## src/hdl/surface_distance_gap_hold_core_macros.svh

```systemverilog
// Assertion macros for the surface distance gap hold core.
// Include from a module body that has clk_i and rst_ni in scope.
`ifndef SURFACE_DISTANCE_GAP_HOLD_CORE_MACROS_SVH
`define SURFACE_DISTANCE_GAP_HOLD_CORE_MACROS_SVH

// Same-cycle implication, checked on every rising edge out of reset.
`define SDGH_ASSERT_IMP(lbl, ante, cons, msg) \
  lbl: assert property (@(posedge clk_i) disable iff (!rst_ni) (ante) |-> (cons)) \
    else $error(msg);

// Next-cycle implication, checked on every rising edge out of reset.
`define SDGH_ASSERT_NXT(lbl, ante, cons, msg) \
  lbl: assert property (@(posedge clk_i) disable iff (!rst_ni) (ante) |=> (cons)) \
    else $error(msg);

`endif

```

## src/hdl/sdgh_pkg.sv

```systemverilog
// Shared types and constants for the surface distance gap hold core.
// No dependencies; imported by sdgh_tilt and surface_distance_gap_hold_core.
`timescale 1ns / 1ps

package sdgh_pkg;

  typedef enum logic [1:0] {
    SurfNone    = 2'd0,
    SurfGround  = 2'd1,
    SurfCeiling = 2'd2
  } surf_e;

  typedef enum logic [1:0] {
    CfgSurface = 2'd0,
    CfgTimeout = 2'd1,
    CfgGapThr  = 2'd2,
    CfgGapHold = 2'd3
  } cfg_idx_e;

  // Register reset values
  localparam logic [1:0]  SurfaceRst = 2'd1;
  localparam logic [15:0] TimeoutRst = 16'd1500;
  localparam logic [15:0] GapThrRst  = 16'd500;
  localparam logic [15:0] GapHoldRst = 16'd2500;

  // Held distance at or below this reads as an empty memory
  localparam logic [15:0] MemEmptyMm = 16'd50;
  localparam logic [15:0] OutLimit   = 16'd65535;

  localparam int DistW = 16;
  localparam int OutW  = 17;

  // Input tdata layout, lowest bit first
  localparam int InNowLo   = 0;
  localparam int InOkBit   = 32;
  localparam int InGfBit   = 33;
  localparam int InDistLo  = 34;
  localparam int InStampLo = 50;
  localparam int InTiltLo  = 82;
  localparam int InAutoBit = 98;
  localparam int InDataW   = 104;
  localparam int OutDataW  = 40;

  typedef struct packed {
    logic                   target_set;
    logic signed [OutW-1:0] target_down_mm;
    logic                   init_cmd;
    logic signed [OutW-1:0] init_down_mm;
    logic                   logging_valid;
  } res_t;

endpackage

```

## src/hdl/sdgh_tilt.sv

```systemverilog
// Tilt correction: distance times Q1.14 cosine, rounded, negated, saturated.
// Depends on sdgh_pkg.
`timescale 1ns / 1ps

module sdgh_tilt
  import sdgh_pkg::*;
(
  input  logic        [DistW-1:0] dist_i,
  input  logic signed [15:0]      tilt_cos_i,
  output logic signed [OutW-1:0]  down_o
);

  logic        neg;
  logic [16:0] tmag;
  logic [32:0] prod;
  logic [33:0] rnd;
  logic [19:0] q;
  logic [15:0] mag;

  always_comb begin
    neg  = tilt_cos_i[15];
    tmag = neg ? (17'h10000 - {1'b0, tilt_cos_i}) : {1'b0, tilt_cos_i};
    prod = 33'(dist_i) * 33'(tmag);
    // round half away from zero on the magnitude
    rnd  = 34'(prod) + 34'd8192;
    q    = rnd[33:14];
    mag  = (q > 20'(OutLimit)) ? OutLimit : q[15:0];
    // a negative cosine gives a positive down value
    down_o = neg ? $signed({1'b0, mag}) : -$signed({1'b0, mag});
  end

endmodule

```

## src/hdl/surface_distance_gap_hold_core.sv

```systemverilog
// Top level of the surface distance gap hold core.
// Depends on sdgh_pkg, sdgh_tilt and surface_distance_gap_hold_core_macros.svh.
`timescale 1ns / 1ps
//
// Qualifies rangefinder samples for ground or ceiling tracking.
// Slave stream: one beat per update; s_axis_tuser is the kind (0 sample, 1 re-arm).
// Master stream: exactly one result beat per input beat, in order.
// Config channel: cfg_addr_i selects the register (0 surface, 1 timeout,
// 2 gap threshold, 3 gap hold); always ready, write only while idle.
// An accepted beat reaches the master side via the input and result registers.
// Throughput: one beat per cycle while not stalled; the input and result
// registers each hold one beat, and the tracking state updates in the same
// cycle the beat enters the result register, so the next beat sees it at once.
// The per-beat path is one 16x17 multiply for the tilt correction.
// A stalled master side holds the result; the input register still takes one
// more beat, then s_axis_tready drops until the result moves.
// Reset clears the tracking state, sets the applied surface to ground, loads
// the register defaults and empties both registers.
`include "surface_distance_gap_hold_core_macros.svh"

module surface_distance_gap_hold_core
  import sdgh_pkg::*;
(
  input  logic                clk_i,
  input  logic                rst_ni,
  // tdata: now_ms[31:0], sensor_ok, glitch_free, distance_mm[15:0],
  //        glitch_cleared_stamp[31:0], tilt_cos[15:0], auto_mode, zero pad
  input  logic                s_axis_tvalid,
  output logic                s_axis_tready,
  input  logic [InDataW-1:0]  s_axis_tdata,
  // tuser: mode
  input  logic                s_axis_tuser,
  output logic                m_axis_tvalid,
  input  logic                m_axis_tready,
  // tdata: target_set, target_down_mm[16:0], init_cmd, init_down_mm[16:0],
  //        logging_valid, zero pad
  output logic [OutDataW-1:0] m_axis_tdata,
  input  logic                cfg_valid_i,
  output logic                cfg_ready_o,
  input  logic [1:0]          cfg_addr_i,
  input  logic [15:0]         cfg_wdata_i
);

  // configuration
  logic [1:0]  surf_sel_q;
  logic [15:0] timeout_q, gap_thr_q, gap_hold_q;

  // beat registers
  logic               in_vld_q, out_vld_q;
  logic [InDataW-1:0] in_data_q;
  logic               in_mode_q;
  res_t               out_q, res_d;
  logic               advance;

  // tracking state
  logic [31:0] lut_q, lut_d;
  logic        rp_q, rp_d;
  logic [31:0] stamp_q, stamp_d;
  logic [15:0] held_q, held_d;
  logic [31:0] gap_start_q, gap_start_d;
  logic        gap_act_q, gap_act_d;
  logic        valid_q, valid_d;
  surf_e       applied_q, applied_d;

  // fields of the beat in the input register
  logic [31:0]        now;
  logic               ok, autom;
  logic [15:0]        dist_mm;
  logic [31:0]        stamp;
  logic signed [15:0] tilt;

  logic [15:0]        filt;
  logic signed [OutW-1:0] tdown;

  assign now     = in_data_q[InNowLo +: 32];
  assign ok      = in_data_q[InOkBit] & in_data_q[InGfBit];
  assign dist_mm = in_data_q[InDistLo +: 16];
  assign stamp   = in_data_q[InStampLo +: 32];
  assign tilt    = $signed(in_data_q[InTiltLo +: 16]);
  assign autom   = in_data_q[InAutoBit];

  assign advance       = in_vld_q && (!out_vld_q || m_axis_tready);
  assign s_axis_tready = !in_vld_q || advance;
  assign cfg_ready_o   = 1'b1;
  assign m_axis_tvalid = out_vld_q;
  assign m_axis_tdata  = {3'b000, out_q.logging_valid, out_q.init_down_mm, out_q.init_cmd,
                          out_q.target_down_mm, out_q.target_set};

  sdgh_tilt u_tilt (
    .dist_i     (filt),
    .tilt_cos_i (tilt),
    .down_o     (tdown)
  );

  always_comb begin
    surf_e       sel;
    logic        timeout, tracking, gap;
    logic [15:0] h1;
    logic [31:0] start_eff;

    case (surf_e'(surf_sel_q))
      SurfGround:  sel = SurfGround;
      SurfCeiling: sel = SurfCeiling;
      default:     sel = SurfNone;
    endcase

    lut_d       = lut_q;
    rp_d        = rp_q;
    stamp_d     = stamp_q;
    held_d      = held_q;
    gap_start_d = gap_start_q;
    gap_act_d   = gap_act_q;
    valid_d     = valid_q;
    applied_d   = sel;
    filt        = dist_mm;
    h1          = held_q;
    gap         = 1'b0;
    start_eff   = now;
    res_d       = '0;

    // surface change: restart tracking from an empty memory
    if (sel != applied_q) begin
      rp_d        = 1'b1;
      held_d      = '0;
      gap_start_d = '0;
      gap_act_d   = 1'b0;
    end

    timeout  = (now - lut_q) > {16'b0, timeout_q};
    tracking = ok && (sel == SurfGround || sel == SurfCeiling);

    if (in_mode_q) begin
      if (sel == SurfGround && ok) begin
        lut_d = now;
        rp_d  = 1'b0;
      end
    end else if (tracking) begin
      if (sel == SurfGround) begin
        if (!autom) begin
          held_d      = dist_mm;
          gap_act_d   = 1'b0;
          gap_start_d = '0;
        end else begin
          h1  = (held_d <= MemEmptyMm) ? dist_mm : held_d;
          gap = {1'b0, dist_mm} > ({1'b0, h1} + {1'b0, gap_thr_q});
          if (gap) begin
            start_eff = gap_act_d ? gap_start_d : now;
            if (!gap_act_d) begin
              gap_act_d   = 1'b1;
              gap_start_d = now;
            end
            // hold the last good distance until the gap outlasts the hold time
            if ((now - start_eff) < {16'b0, gap_hold_q}) begin
              filt   = h1;
              held_d = h1;
            end else begin
              held_d = dist_mm;
            end
          end else begin
            gap_act_d   = 1'b0;
            gap_start_d = '0;
            held_d      = dist_mm;
          end
        end
      end
      res_d.target_set     = 1'b1;
      res_d.target_down_mm = tdown;
      lut_d   = now;
      valid_d = 1'b1;
      if (timeout || rp_d || stamp_q != stamp) begin
        res_d.init_cmd     = 1'b1;
        res_d.init_down_mm = tdown;
        rp_d    = 1'b0;
        stamp_d = stamp;
      end
    end else if (timeout && !rp_d) begin
      // sensor lost: reinit to zero and wipe the memory
      res_d.init_cmd = 1'b1;
      valid_d     = 1'b0;
      rp_d        = 1'b1;
      held_d      = '0;
      gap_start_d = '0;
      gap_act_d   = 1'b0;
    end
    res_d.logging_valid = valid_d;
  end

  always_ff @(posedge clk_i or negedge rst_ni) begin
    if (!rst_ni) begin
      surf_sel_q <= SurfaceRst;
      timeout_q  <= TimeoutRst;
      gap_thr_q  <= GapThrRst;
      gap_hold_q <= GapHoldRst;
    end else if (cfg_valid_i && cfg_ready_o) begin
      case (cfg_idx_e'(cfg_addr_i))
        CfgSurface: surf_sel_q <= cfg_wdata_i[1:0];
        CfgTimeout: timeout_q  <= cfg_wdata_i;
        CfgGapThr:  gap_thr_q  <= cfg_wdata_i;
        CfgGapHold: gap_hold_q <= cfg_wdata_i;
        default: ;
      endcase
    end
  end

  always_ff @(posedge clk_i or negedge rst_ni) begin
    if (!rst_ni) begin
      in_vld_q    <= 1'b0;
      out_vld_q   <= 1'b0;
      lut_q       <= '0;
      rp_q        <= 1'b0;
      stamp_q     <= '0;
      held_q      <= '0;
      gap_start_q <= '0;
      gap_act_q   <= 1'b0;
      valid_q     <= 1'b0;
      applied_q   <= SurfGround;
    end else begin
      if (s_axis_tready) begin
        in_vld_q <= s_axis_tvalid;
      end
      if (advance) begin
        out_vld_q   <= 1'b1;
        lut_q       <= lut_d;
        rp_q        <= rp_d;
        stamp_q     <= stamp_d;
        held_q      <= held_d;
        gap_start_q <= gap_start_d;
        gap_act_q   <= gap_act_d;
        valid_q     <= valid_d;
        applied_q   <= applied_d;
      end else if (m_axis_tready) begin
        out_vld_q <= 1'b0;
      end
    end
  end

  // payload registers
  always_ff @(posedge clk_i) begin
    if (s_axis_tvalid && s_axis_tready) begin
      in_data_q <= s_axis_tdata;
      in_mode_q <= s_axis_tuser;
    end
    if (advance) begin
      out_q <= res_d;
    end
  end

  `SDGH_ASSERT_NXT(a_in_hold, in_vld_q && !advance, in_vld_q, "input beat dropped while stalled")
  `SDGH_ASSERT_IMP(a_tdown_zero, out_vld_q && !out_q.target_set,
                   out_q.target_down_mm == '0, "target value without target_set")
  `SDGH_ASSERT_IMP(a_init_match, out_vld_q && out_q.init_cmd && out_q.target_set,
                   out_q.init_down_mm == out_q.target_down_mm, "init value differs from target")
  `SDGH_ASSERT_IMP(a_loss_zero, out_vld_q && out_q.init_cmd && !out_q.target_set,
                   out_q.init_down_mm == '0 && !out_q.logging_valid, "loss reinit not zero")
  `SDGH_ASSERT_IMP(a_gap_ground, gap_act_q, applied_q == SurfGround,
                   "gap timing active off the ground surface")

endmodule

```

## config.mk

```make
export PLATFORM = sky130hd
export DESIGN_NAME = surface_distance_gap_hold_core
export DESIGN_NICKNAME = d
export VERILOG_FILES = /design/src/hdl/sdgh_pkg.sv /design/src/hdl/sdgh_tilt.sv /design/src/hdl/surface_distance_gap_hold_core.sv
export VERILOG_INCLUDE_DIRS = /design/src /design/src/hdl
export SDC_FILE = /design/constraint.sdc
export NUM_CORES = 1
export LEC_CHECK = 0
export ABC_AREA = 1
export BUFFER_PORTS_ARGS = -buffer_cell sky130_fd_sc_hd__buf_2
export CAP_MARGIN = 20
export CORE_AREA = 3 3 275 277
export DETAILED_ROUTE_END_ITERATION = 8
export DIE_AREA = 0 0 278 280
export SKIP_CTS_REPAIR_TIMING = 1
export SLEW_MARGIN = 20
export SYNTH_ARGS = -nofsm -noshare
export SYNTH_HDL_FRONTEND = slang
export SYNTH_SLANG_ARGS = --single-unit
```

## constraint.sdc

```tcl
create_clock -name clk_i -period 15 [get_ports clk_i]
set_clock_uncertainty 0.15 [all_clocks]
set_input_delay 4.5 -clock clk_i [delete_from_list [all_inputs] [get_ports clk_i]]
set_output_delay 4.5 -clock clk_i [all_outputs]
set_load 0.01 [all_outputs]
```

==> key figures <==
Placement
  • Port Buffers: 161
  • GPL Wtd Cong: 0.938
  • DP Worst Slack: 0.161 ns
  • DP Wirelength: 63.4 mm

CTS
  • Clock-pin slew on the worst setup and hold paths: 0.06 ns
  • Clk buf depth: 3
  • Clk sinks: 306
  • H-Tree Depth: 2
  • TritonCTS Buffers: 40
  • Worst skew pair latency: 0.57 ns
  • Root Driver: clkbuf_16
  • TritonCTS clock tree: done

Synth
  • Synth Warn #: 0
  • Synth Flop Type: dfrtp_1
  • Yosys top cell area share: 14.5%
  • Post-Syn Area: 29,300 um^2
  • Synth Instances: 3,805
  • Synth cell count leaders: nand2_1 (894), inv_1 (673), nor2_1 (419)
  • Sequential cell area fraction in the yosys report: 28.5%
  • Distinct cells, synth: 61
  • Syn Area/Cell: 7.71 um^2
  • Synth async-reset ratio: 55.2%
  • Number of flops mapped to enable cells by yosys: 137
  • Main area contributors after synthesis: fa_1 (14%), edfxtp_1 (14%), dfrtp_1 (13%)
  • Post-synth top area cell: fa_1
  • Most common cell in the netlist: nand2_1
  • Seq cells post-synth: 306

Global route
  • Initial antenna violation count: 2
  • First-pass GRT wire length: 132 mm
  • GR Overflow Total: 0
  • Vias in the first global route: 24,400
  • Largest net degree at the start of global routing: 80
  • All-layer global routing usage: 21.4%

Worst setup path
  • Critical path capture point type: flop
  • Cell mode on critical path: nand2_1
  • Data required time of the worst path: 15.15 ns
  • Arr. time, crit path: 14.26 ns
  • Critical path class: reg -> reg
  • Crit path launch type: flop
  • Crit-path slowest cell: fa_1
  • Max incr delay on CP: 0.63 ns
  • Critical path peak fanout: 33

STA
  • Min cycle time layout: 14.11 ns
  • Final period utilization: 94.0%
  • Setup WS post-layout: 0.894 ns
  • # setup viols final: 0
  • Slew @ Worst Pin: 1.18 ns
  • Final count of hold timing violations: 0
  • Slew HR: 21.2%
  • Slew Limit Fails: 0
  • Fin Hold WS: 0.328 ns
  • Max Freq: 0.0709 GHz

Outcome
  • Status: finished, final reports clean

Floorplanning
  • Core region area: 73,100 um^2
  • Die width: 278 um
  • Ports: 171
  • Die area: 77,800 um^2
  • Cell Rows: 99
  • Starting density of the core: 40.1%
  • Die Height: 280 um

Drt
  • Pre-Repair DR Iteration Count: 7
  • WL/cell: 16.7 um
  • Drc violations: 0
  • WL final: 82.9 mm
  • 1st-iter DRT viols: 1,776
  • Vias per inst: 4.98
  • Post-DRT Antenna Nets: 0
  • Vias post-DR: 24,700

Min path
  • Worst Hold Class: reg -> reg

Cells and area
  • Nets: 4,566
  • Layout cell share with drive strength beyond 1: 9.72%
  • Fillers: 7,380
  • Area grow syn2layout: 12.1%

Job
  • Max-cap violation count: 0
[per-stage QoR]
step | cells | utilization [%] | TNS [ns] | cell area (um^2)
floorplan | 3824 | - | 0 | 29400
global placement | 4887 | 42.9 | 0 | 31300
detailed placement | 4888 | 42.9 | 0 | 31400
CTS | 4962 | 44.8 | 0 | 32700
global route | 4973 | 45.0 | -0.00563 | 32900
finish | 4973 | 45.0 | 0 | 32900
[area by class of cell]
type	instances	area (um^2)	share of cell area, %
diodes	2	5.00	0.0152
clock buffers	52	1120	3.40
clock inverters	22	235	0.716
inverters	686	2590	7.87
multi-input cells	2725	18100	55.0
flip-flops and latches	306	8370	25.5
well taps	959	1200	3.65
repair buffers	221	1280	3.91
[placed cells by master (no fill, tap or decap), types with 20 or more instances in the layout]
cell type	synthesis	final
dfrtp_1	149	149
xor2_1	86	86
clkbuf_16	0	42
edfxtp_1	137	137
xnor2_1	31	31
a21oi_1	219	219
a31oi_1	36	36
dfstp_2	20	20
ha_1	246	246
fa_1	212	212
buf_4	6	57
o22ai_1	32	32
nor2_1	419	414
nand2_1	894	891
nand3_1	134	133
nand4_1	35	35
o21ai_0	172	165
nor3_1	28	28
inv_1	673	665
buf_2	15	161
conb_1	2	21
[worst max-delay path, delay by kind of cell, from the launching register on]
family	cells	cell delay, ns
muxes	1	0.31
DFF	1	0.54
AOI/OAI and AO/OA	5	1.25
xor gates and xnor gates	1	0.28
buffers and inverters	13	1.38
and+or+nand+nor	38	4.79
adders and majority gates	12	5.09
[per-layer routing]
layer  vias up  track usage, %  wire length (um)
li1      12400               -                 -
met1     11600            29.2             37800
met2       628            34.9             37800
met3       122            3.49              4940
met4         0            6.63              2380
met5         -               0                 0
[registers in the layout, indices dropped and copies added, names as in the netlist, 32 cells and up]
name and cells:
in_data_q 99, stamp_q 32, m_axis_tdata 37, lut_q 32
gap_start_q 32
[final timing paths]
check                           slack [ns]                to           from  cells after the start
worst min register to register        0.33         held_q[5]      held_q[5]                      2
min in group asynchronous             3.73         lut_q[10]         rst_ni                      1
worst min-delay path                  0.33         held_q[5]      held_q[5]                      2
worst max-delay path                  0.89  m_axis_tdata[35]  surf_sel_q[0]                     70
max in group asynchronous             9.70       stamp_q[16]         rst_ni                      2
worst max register to register        0.89  m_axis_tdata[35]  surf_sel_q[0]                     70
[cells by family after synthesis]
kind of cell | Yosys count | synth area share [%]
compound gates | 544 | 10.3
xor+xnor | 117 | 3.49
fa+ha+maj | 458 | 25.0
buf+inv | 795 | 10.4
flops | 306 | 28.5
mux | 6 | 0.230
other cells | 2 | 0.0256
simple gates | 1577 | 22.0
Power is not shown: default switching activity piles up to over one toggle a cycle in this logic, so the estimate is an artifact.
